## src/rtl/reachability_bit_matrix_assert.svh

```systemverilog
// Assertion macros for the reachability bit matrix.
// Both macros assume a clock named clk and an active-low reset named arst_n in scope.
`ifndef REACHABILITY_BIT_MATRIX_ASSERT_SVH
`define REACHABILITY_BIT_MATRIX_ASSERT_SVH

// The consequent must hold in the same cycle as the antecedent.
`define RBM_ASSERT_SAME(label, ante, cons, msg) \
	label: assert property (@(posedge clk) disable iff (!arst_n) (ante) |-> (cons)) \
		else $error(msg);

// The consequent must hold in the cycle after the antecedent.
`define RBM_ASSERT_NEXT(label, ante, cons, msg) \
	label: assert property (@(posedge clk) disable iff (!arst_n) (ante) |=> (cons)) \
		else $error(msg);

`endif

```

## src/rtl/rbm_pkg.sv

```systemverilog
// Shared types and constants for the reachability bit matrix.
// No dependencies; imported by the row unit and the top level.
package rbm_pkg;

	localparam int IDX_W = 6;

	localparam logic [2:0] OP_START   = 3'd0;
	localparam logic [2:0] OP_MERGE   = 3'd1;
	localparam logic [2:0] OP_COLLECT = 3'd2;
	localparam logic [2:0] OP_APPLY   = 3'd3;
	localparam logic [2:0] OP_QUERY   = 3'd4;

	typedef enum logic [5:0] {
		ST_CLEAR = 6'b000001,
		ST_IDLE  = 6'b000010,
		ST_HOLD  = 6'b000100,
		ST_MOD   = 6'b001000,
		ST_APPLY = 6'b010000,
		ST_DONE  = 6'b100000
	} state_t;

	// Control of the shared row unit.
	typedef struct packed {
		logic keep;     // keep the stored row, otherwise it is replaced
		logic test_en;  // enable the overlap test against the test vector
	} alu_ctrl_t;

endpackage

```

## src/rtl/rbm_row_mem.sv

```systemverilog
// Row store of the reachability bit matrix: one write port, one registered read port.
// No package dependencies.
module rbm_row_mem #(
	parameter int DEPTH  = 64,
	parameter int WIDTH  = 64,
	parameter int ADDR_W = 6
) (
	input  logic              clk,
	input  logic              rd_en,
	input  logic [ADDR_W-1:0] rd_addr,
	output logic [WIDTH-1:0]  rd_data,
	input  logic              wr_en,
	input  logic [ADDR_W-1:0] wr_addr,
	input  logic [WIDTH-1:0]  wr_data
);

	logic [WIDTH-1:0] mem_q [DEPTH];

	always_ff @(posedge clk) begin
		if (wr_en) begin
			mem_q[wr_addr] <= wr_data;
		end
		if (rd_en) begin
			rd_data <= mem_q[rd_addr];
		end
	end

endmodule

```

## src/rtl/rbm_row_alu.sv

```systemverilog
// Shared row unit: merges an operand into a row and tests the row for overlap.
// Depends on rbm_pkg for the control struct.
module rbm_row_alu import rbm_pkg::*; #(
	parameter int WIDTH = 64
) (
	input  alu_ctrl_t        ctrl,
	input  logic [WIDTH-1:0] row,
	input  logic [WIDTH-1:0] operand,
	input  logic [WIDTH-1:0] test,
	output logic [WIDTH-1:0] out_row,
	output logic             meets
);

	assign out_row = (ctrl.keep ? row : '0) | operand;
	assign meets   = ctrl.test_en && ((row & test) != '0);

endmodule

```

## src/rtl/reachability_bit_matrix.sv

```systemverilog
// Reachability bit matrix: one ancestor row of NODES bits per node, held in a row memory with
// one write port and one registered read port, and worked on by one shared OR-and-test row unit
// under a small sequencer. After reset a clearing pass writes zero to every row, one row a
// cycle, so the block takes no transaction until the pass is done. Start, collect and query
// read the row, then modify or test it; merge reads two rows through the one read port, then
// modifies; and apply fusion walks every row, reading the next row while the current one is
// written back if it meets the collected mask. An operation with an index out of range, or an
// unused op code, reads no row and goes straight to its result. Every transaction gives exactly
// one result; connected is 1 only for a query whose source reaches its target. The result sits
// in an output register, so a new transaction may be taken while the previous result waits.
// Depends on rbm_pkg, rbm_row_mem, rbm_row_alu and reachability_bit_matrix_assert.svh.
`include "reachability_bit_matrix_assert.svh"

module reachability_bit_matrix import rbm_pkg::*; #(
	parameter int NODES = 64
) (
	input  logic             clk,
	input  logic             arst_n,
	input  logic             item_valid,
	output logic             item_stall,
	input  logic [2:0]       op,
	input  logic [IDX_W-1:0] node_index,
	input  logic [IDX_W-1:0] other_index,
	input  logic             self_input,
	output logic             result_valid,
	input  logic             result_stall,
	output logic             connected
);

	localparam int AW = $clog2(NODES);
	localparam int XW = (AW > IDX_W) ? AW : IDX_W;
	localparam logic [AW-1:0] LAST_ROW = AW'(NODES - 1);
	localparam logic [NODES-1:0] ONE_BIT = NODES'(1);

	state_t state_q, state_d;
	logic [2:0]       op_q;
	logic [AW-1:0]    node_q, other_q, cnt_q;
	logic             self_q;
	logic [NODES-1:0] opnd_q, acc_q, mask_q;
	logic             res_q, result_valid_q, connected_q;

	logic             accept, out_free, load_out, out_bit;
	logic             node_ok, other_ok;
	logic [XW-1:0]    node_x, other_x;
	logic [AW-1:0]    node_a, other_a;
	logic [NODES-1:0] node_oh, other_oh;
	logic             in_apply, apply_last;

	logic             rd_en, wr_en;
	logic [AW-1:0]    rd_addr, wr_addr;
	logic [NODES-1:0] rd_data, wr_data;

	alu_ctrl_t        alu_ctrl;
	logic [NODES-1:0] alu_operand, alu_test, alu_row;
	logic             alu_meets;

	assign item_stall   = (state_q != ST_IDLE);
	assign accept       = item_valid && !item_stall;
	assign out_free     = !result_valid_q || !result_stall;
	assign result_valid = result_valid_q;
	assign connected    = connected_q;

	assign node_ok  = (32'(node_index) < 32'(NODES));
	assign other_ok = (32'(other_index) < 32'(NODES));
	assign node_x   = XW'(node_index);
	assign other_x  = XW'(other_index);
	assign node_a   = node_x[AW-1:0];
	assign other_a  = other_x[AW-1:0];
	assign node_oh  = ONE_BIT << node_q;
	assign other_oh = ONE_BIT << other_q;

	assign in_apply   = (state_q == ST_APPLY);
	assign apply_last = in_apply && (cnt_q == LAST_ROW);

	rbm_row_mem #(
		.DEPTH  (NODES),
		.WIDTH  (NODES),
		.ADDR_W (AW)
	) u_mem (
		.clk     (clk),
		.rd_en   (rd_en),
		.rd_addr (rd_addr),
		.rd_data (rd_data),
		.wr_en   (wr_en),
		.wr_addr (wr_addr),
		.wr_data (wr_data)
	);

	rbm_row_alu #(
		.WIDTH (NODES)
	) u_alu (
		.ctrl    (alu_ctrl),
		.row     (rd_data),
		.operand (alu_operand),
		.test    (alu_test),
		.out_row (alu_row),
		.meets   (alu_meets)
	);

	always_comb begin
		state_d          = state_q;
		rd_en            = 1'b0;
		rd_addr          = node_q;
		wr_en            = 1'b0;
		wr_addr          = node_q;
		wr_data          = alu_row;
		alu_ctrl.keep    = 1'b1;
		alu_ctrl.test_en = 1'b0;
		alu_operand      = opnd_q;
		alu_test         = '0;
		load_out         = 1'b0;
		out_bit          = 1'b0;
		case (state_q)
			ST_CLEAR: begin
				wr_en   = 1'b1;
				wr_addr = cnt_q;
				wr_data = '0;
				if (cnt_q == LAST_ROW) begin
					state_d = ST_IDLE;
				end
			end
			ST_IDLE: begin
				if (accept) begin
					rd_addr = node_a;
					case (op)
						OP_START, OP_COLLECT: begin
							rd_en   = node_ok;
							state_d = node_ok ? ST_MOD : ST_DONE;
						end
						OP_MERGE: begin
							// The input row is read first and held as the operand.
							rd_addr = other_a;
							if (node_ok && other_ok && (node_index != other_index)) begin
								rd_en   = 1'b1;
								state_d = ST_HOLD;
							end else begin
								state_d = ST_DONE;
							end
						end
						OP_APPLY: begin
							rd_en   = 1'b1;
							rd_addr = '0;
							state_d = ST_APPLY;
						end
						OP_QUERY: begin
							rd_en   = node_ok && other_ok;
							state_d = (node_ok && other_ok) ? ST_MOD : ST_DONE;
						end
						default: begin
							state_d = ST_DONE;
						end
					endcase
				end
			end
			ST_HOLD: begin
				rd_en   = 1'b1;
				state_d = ST_MOD;
			end
			ST_MOD: begin
				case (op_q)
					OP_START: begin
						alu_ctrl.keep = self_q;
						alu_operand   = node_oh;
						wr_en         = 1'b1;
					end
					OP_MERGE: begin
						wr_en = 1'b1;
					end
					OP_COLLECT: begin
						alu_operand = acc_q;
					end
					OP_QUERY: begin
						alu_operand      = '0;
						alu_ctrl.test_en = 1'b1;
						alu_test         = other_oh;
						out_bit          = alu_meets;
					end
					default: begin
						alu_operand = '0;
					end
				endcase
				load_out = out_free;
				state_d  = out_free ? ST_IDLE : ST_DONE;
			end
			ST_APPLY: begin
				// Row cnt_q is written back, if it meets the mask, while row cnt_q + 1 is being read.
				alu_operand      = acc_q;
				alu_ctrl.test_en = 1'b1;
				alu_test         = mask_q;
				wr_en            = alu_meets;
				wr_addr          = cnt_q;
				if (cnt_q != LAST_ROW) begin
					rd_en   = 1'b1;
					rd_addr = cnt_q + AW'(1);
				end else begin
					load_out = out_free;
					state_d  = out_free ? ST_IDLE : ST_DONE;
				end
			end
			ST_DONE: begin
				out_bit  = res_q;
				load_out = out_free;
				if (out_free) begin
					state_d = ST_IDLE;
				end
			end
			default: begin
				state_d = ST_IDLE;
			end
		endcase
	end

	always_ff @(posedge clk or negedge arst_n) begin
		if (!arst_n) begin
			state_q        <= ST_CLEAR;
			cnt_q          <= '0;
			acc_q          <= '0;
			mask_q         <= '0;
			result_valid_q <= 1'b0;
		end else begin
			state_q <= state_d;
			if (state_q == ST_CLEAR && cnt_q != LAST_ROW) begin
				cnt_q <= cnt_q + AW'(1);
			end else if (accept) begin
				cnt_q <= '0;
			end else if (state_q == ST_APPLY && cnt_q != LAST_ROW) begin
				cnt_q <= cnt_q + AW'(1);
			end
			if (state_q == ST_MOD && op_q == OP_COLLECT) begin
				acc_q  <= alu_row;
				mask_q <= mask_q | node_oh;
			end else if (apply_last) begin
				acc_q  <= '0;
				mask_q <= '0;
			end
			if (load_out) begin
				result_valid_q <= 1'b1;
			end else if (!result_stall) begin
				result_valid_q <= 1'b0;
			end
		end
	end

	always_ff @(posedge clk) begin
		if (accept) begin
			op_q    <= op;
			node_q  <= node_a;
			other_q <= other_a;
			self_q  <= self_input;
		end
		if (state_q == ST_HOLD) begin
			opnd_q <= rd_data;
		end
		if (state_q != ST_DONE) begin
			res_q <= out_bit;
		end
		if (load_out) begin
			connected_q <= out_bit;
		end
	end

	`RBM_ASSERT_NEXT(a_apply_walk, (in_apply && !apply_last), (in_apply), "walk left early")
	`RBM_ASSERT_NEXT(a_apply_clear, apply_last, (acc_q == '0 && mask_q == '0), "fusion not cleared")
	`RBM_ASSERT_SAME(a_no_collide, (rd_en && wr_en), (rd_addr != wr_addr), "read and write collide")

endmodule
```

## config.mk

```make
export PLATFORM = sky130hd
export DESIGN_NAME = reachability_bit_matrix
export DESIGN_NICKNAME = d
export VERILOG_FILES = /design/src/rtl/rbm_pkg.sv /design/src/rtl/rbm_row_mem.sv /design/src/rtl/rbm_row_alu.sv /design/src/rtl/reachability_bit_matrix.sv
export VERILOG_INCLUDE_DIRS = /design/src /design/src/rtl
export SDC_FILE = /design/constraint.sdc
export NUM_CORES = 2
export LEC_CHECK = 0
export BUFFER_PORTS_ARGS = -buffer_cell sky130_fd_sc_hd__buf_2
export CORE_MARGIN = 5
export CORE_UTILIZATION = 25
export CTS_CLUSTER_DIAMETER = 50
export DETAILED_ROUTE_END_ITERATION = 7
export HOLD_SLACK_MARGIN = 0.15
export SLEW_MARGIN = 10
export SYNTH_ARGS = -nofsm -noshare
export SYNTH_HDL_FRONTEND = slang
export SYNTH_SLANG_ARGS = --single-unit
export TNS_END_PERCENT = 20
```

## constraint.sdc

```tcl
create_clock -name clk -period 13.3 [get_ports clk]
set_clock_uncertainty 0.15 [all_clocks]
set_input_delay 0.665 -clock clk [delete_from_list [all_inputs] [get_ports clk]]
set_output_delay 0.665 -clock clk [all_outputs]
set_load 0.03 [all_outputs]
```

==> results.py <==
metrics = {
    "job": {
        "maxCapViolCount": 0,
    },
    "die": {
        "die_w_microns": 844,
        "initial_core_util": 0.250,
        "dieHeight_microns": 844,
        "fp-row-count": 306,
        "io_pins": 23,
        "coreArea_sq_um": 694000,
        "dieArea_sq_um": 712000,
    },
    "grt": {
        "use_met2": 0.245,
        "met3_usage": 0.0334,
        "use_met1": 0.205,
        "grt_pass1_vias": 105000,
        "top_usage_layer": "met2",
        "grt_pass1_wl_microns": 815000,
        "grt_max_degree": 183,
        "grt_use_total": 0.155,
        "antenna_found_initial": 21,
        "overflow": 0,
    },
    "logic_synthesis": {
        "yosysWarnings": 0,
        "synthFlopType": "edfxtp_1",
        "avgSynthCellArea_sq_um": 15.2,
        "synth_xor_area_frac": 0.000504,
        "synth_area_sq_um": 174000,
        "muxShareOfSynthArea": 0.0222,
        "synth_cell_types": 73,
        "ys_seq_area_frac": 0.754,
        "synth-edff-count": 4242,
        "synthCells": 11400,
        "synth-simple-area-share": 0.0708,
        "synth_fa_ha_area_frac": 0.0000720,
        "synth_compound_area_frac": 0.130,
        "synth_fp_nets": 11500,
        "synth_top_family_by_area": "compound AO/OA/AOI/OAI gates",
        "synth_seq_cells": 4383,
        "ys_async_sr_fraction": 0.0322,
    },
    "sta": {
        "finalCritPeriodShare": 0.502,
        "worst_slack_ns": 6.63,
        "rsz0062_at_grt": "no",
        "setup_tns_ns": 0,
        "layout_min_cycle_time_ns": 6.67,
        "drv_slew": 0,
        "max-slew-margin-rel": 0.0725,
        "clock.fmax_mhz": 150,
        "worst_slew_pin_slew_ns": 1.38,
        "setup_viol": 0,
        "hold_violations": 0,
    },
    "pwr": {
        "comb_power_share": 0.372,
        "pwr-share-clk": 0.259,
        "p_seq_frac": 0.369,
        "power.switching_w": 0.0188,
        "power_density_nw_per_um2": 236,
        "swShare": 0.397,
        "p_leak_nw": 63.0,
        "internal_power_w": 0.0286,
        "ir_drop_v": 0.000265,
    },
    "clock_network": {
        "clockBufferDepth": 4,
        "cts_root_buffer": "clkbuf_16",
        "numCtsBuffers": 429,
        "htreeDepth": 5,
        "clk_latency_ns": 1.02,
        "post_cts_resized": 0,
        "clk_pin_slew_ns": 0.07,
        "cts_sinks": 4383,
        "cts_tree": "done",
        "cts_setup_buffers": 0,
    },
    "final_layout": {
        "drive_gt1_frac": 0.106,
        "fin_area_sq_um": 201000,
        "nets": 11400,
        "areaGrowthSynthToFinish_pct": 15.5,
        "stdcell_count": 20900,
        "fillCellCount": 68700,
    },
    "detailed_routing": {
        "wl_per_cell_microns": 27.9,
        "drc": 0,
        "drt-pass1-iter-count": 8,
        "drtIter0Drc": 15200,
        "antenna_left": 0,
        "drt_wl_total_microns": 583000,
        "viasPerCell": 5.33,
        "num_vias": 112000,
    },
    "place": {
        "dpl.hpwl_microns": 310000,
        "gp_congestion": 0.955,
        "place_area_sq_um": 186000,
        "placed_cells": 20100,
        "place_ws_ns": 7.07,
        "port_buffers": 22,
    },
    "worst_setup_path": {
        "startpoint_type": "flop",
        "critPathKind": "reg -> reg",
        "worstPathArrival_ns": 7.15,
        "crit_fanout": 126,
        "cp.required_ns": 13.77,
        "end_kind": "flop",
    },
    "worst_hold_path": {
        "min_path_type": "in -> async",
    },
    "status": {
        "outcome": "finished clean",
    },
}
flip-flops by register name, summed over array words and instances, names as in the netlist, 3 cells and up:
register,flops
state_q,6
opnd_q,64
u_mem.rd_data,64
node_q,6
other_q,6
op_q,3
acc_q,64
u_mem.mem_q,4096
mask_q,64
cnt_q,6
cells by family (layout without fill, tap and decap cells):
family | Yosys count | after routing
flops | 4383 | 4383
compound gates | 2985 | 2985
simple gates | 2672 | 2672
buf+inv | 998 | 1247
mux | 386 | 386
xor+xnor | 10 | 10
fa+ha+maj | 1 | 1
other cells | 0 | 13
power groups by stage:
stage / Sequential [W] / Clock, W / Combinational (W)
after floorplan: 0.0174 / 0 / 0.0108
after global placement: 0.0178 / 0 / 0.0173
after detailed placement: 0.0178 / 0 / 0.0174
after CTS: 0.0175 / 0.0124 / 0.0175
after global routing: 0.0175 / 0.0130 / 0.0187
final: 0.0175 / 0.0123 / 0.0177
what timing repair did:
item / 4_1_cts / 5_1_grt
hold buffers: 20 / 0
setup endpoints to repair: 0 / 0
hold endpoints to repair: 100 / 0
routing by layer:
layer / vias up / routed length, microns
met5: - / 61
met4: 8 / 28300
met3: 1140 / 60000
met2: 6430 / 267000
met1: 58000 / 228000
li1: 46000 / -
cells in the mapped netlist (all sizes together), types with 6 or more instances:
library cell	instances	area share
a222oi	39	0.0022
nand4	75	0.0027
nor2b	9	0.00032
dfrtp	140	0.020
o21ai	267	0.0077
o21a	29	0.0013
nand3	82	0.0024
nand2	1642	0.036
nor3b	8	0.00035
buf	206	0.0058
a311oi	516	0.026
a21boi	7	0.00030
a22o	60	0.0030
xor2	7	0.00035
nor4	10	0.00055
o31ai	69	0.0030
nor2	119	0.0026
o41ai	192	0.0097
and2	17	0.00061
or3	6	0.00022
clkbuf	784	0.017
nor3	11	0.00032
mux2i	386	0.022
and3	657	0.024
a32o	77	0.0044
a221oi	416	0.021
a22oi	45	0.0019
a21oi	462	0.013
nand2b	14	0.00050
inv	8	0.00017
a211oi	644	0.028
a32oi	68	0.0034
edfxtp	4242	0.73
o32ai	66	0.0033
per-stage QoR:
stage                     power, W   util  hold slack (ns)
final                       0.0475  0.289            0.181
after global routing        0.0491  0.289            0.242
after CTS                   0.0473  0.289            0.178
after detailed placement    0.0352  0.269            0.321
after global placement      0.0351  0.269            0.312
after floorplan             0.0282      -            0.219
final timing paths:
kind	from	endpoint	slack [ns]	depth (start not counted)
worst max-delay path	cnt_q[0]$_DFFE_PN0P_	u_mem.rd_data[44]$_DFFE_PP_	6.63	13
worst min-delay path	arst_n	result_valid$_DFFE_PN0P_	0.18	2
worst max register to register	cnt_q[0]$_DFFE_PN0P_	u_mem.rd_data[44]$_DFFE_PP_	6.63	13
worst min register to register	mask_q[17]$_DFFE_PN0P_	mask_q[17]$_DFFE_PN0P_	0.33	2
max in group asynchronous	arst_n	acc_q[22]$_DFFE_PN0P_	11.25	3
min in group clk	self_input	self_q$_DFFE_PP_	0.33	2
placed cells by master (no fill, tap or decap), types with 382 or more instances in the layout:
| master | netlist | routed |
|---|---|---|
| buf_4 | 12 | 382 |
| a21oi_1 | 462 | 397 |
| clkbuf_16 | 0 | 432 |
| and3_1 | 657 | 657 |
| a221oi_1 | 416 | 416 |
| a211oi_1 | 644 | 644 |
| nand2_1 | 1640 | 1635 |
| mux2i_1 | 386 | 386 |
| a311oi_1 | 516 | 516 |
| edfxtp_1 | 4242 | 4242 |
critical path, stage by stage (launching register included):
cell and delay [ns]:
dfrtp_1 0.57, ha_1 0.31, nand3_1 0.25, nor4_4 0.70, o31ai_4 0.20, buf_4 0.34
buf_12 0.29, buf_4 0.58, buf_4 0.50, and3_1 0.26, a211oi_1 0.27, a311oi_1 0.14
o41ai_1 0.97, nand4_1 0.31
cell type report:
| class | count | area, sq um | area share |
|---|---|---|---|
| timing repair buffer | 456 | 3820 | 0.0191 |
| multi-input combinational | 6054 | 40300 | 0.201 |
| clock inverter | 258 | 2750 | 0.0137 |
| tap | 9240 | 11600 | 0.0576 |
| clock buffer | 525 | 11200 | 0.0561 |
| antenna | 13 | 32.5 | 0.000162 |
| inverter | 8 | 31.3 | 0.000156 |
| sequential | 4383 | 131000 | 0.652 |
(Power assumes the default switching activity.)
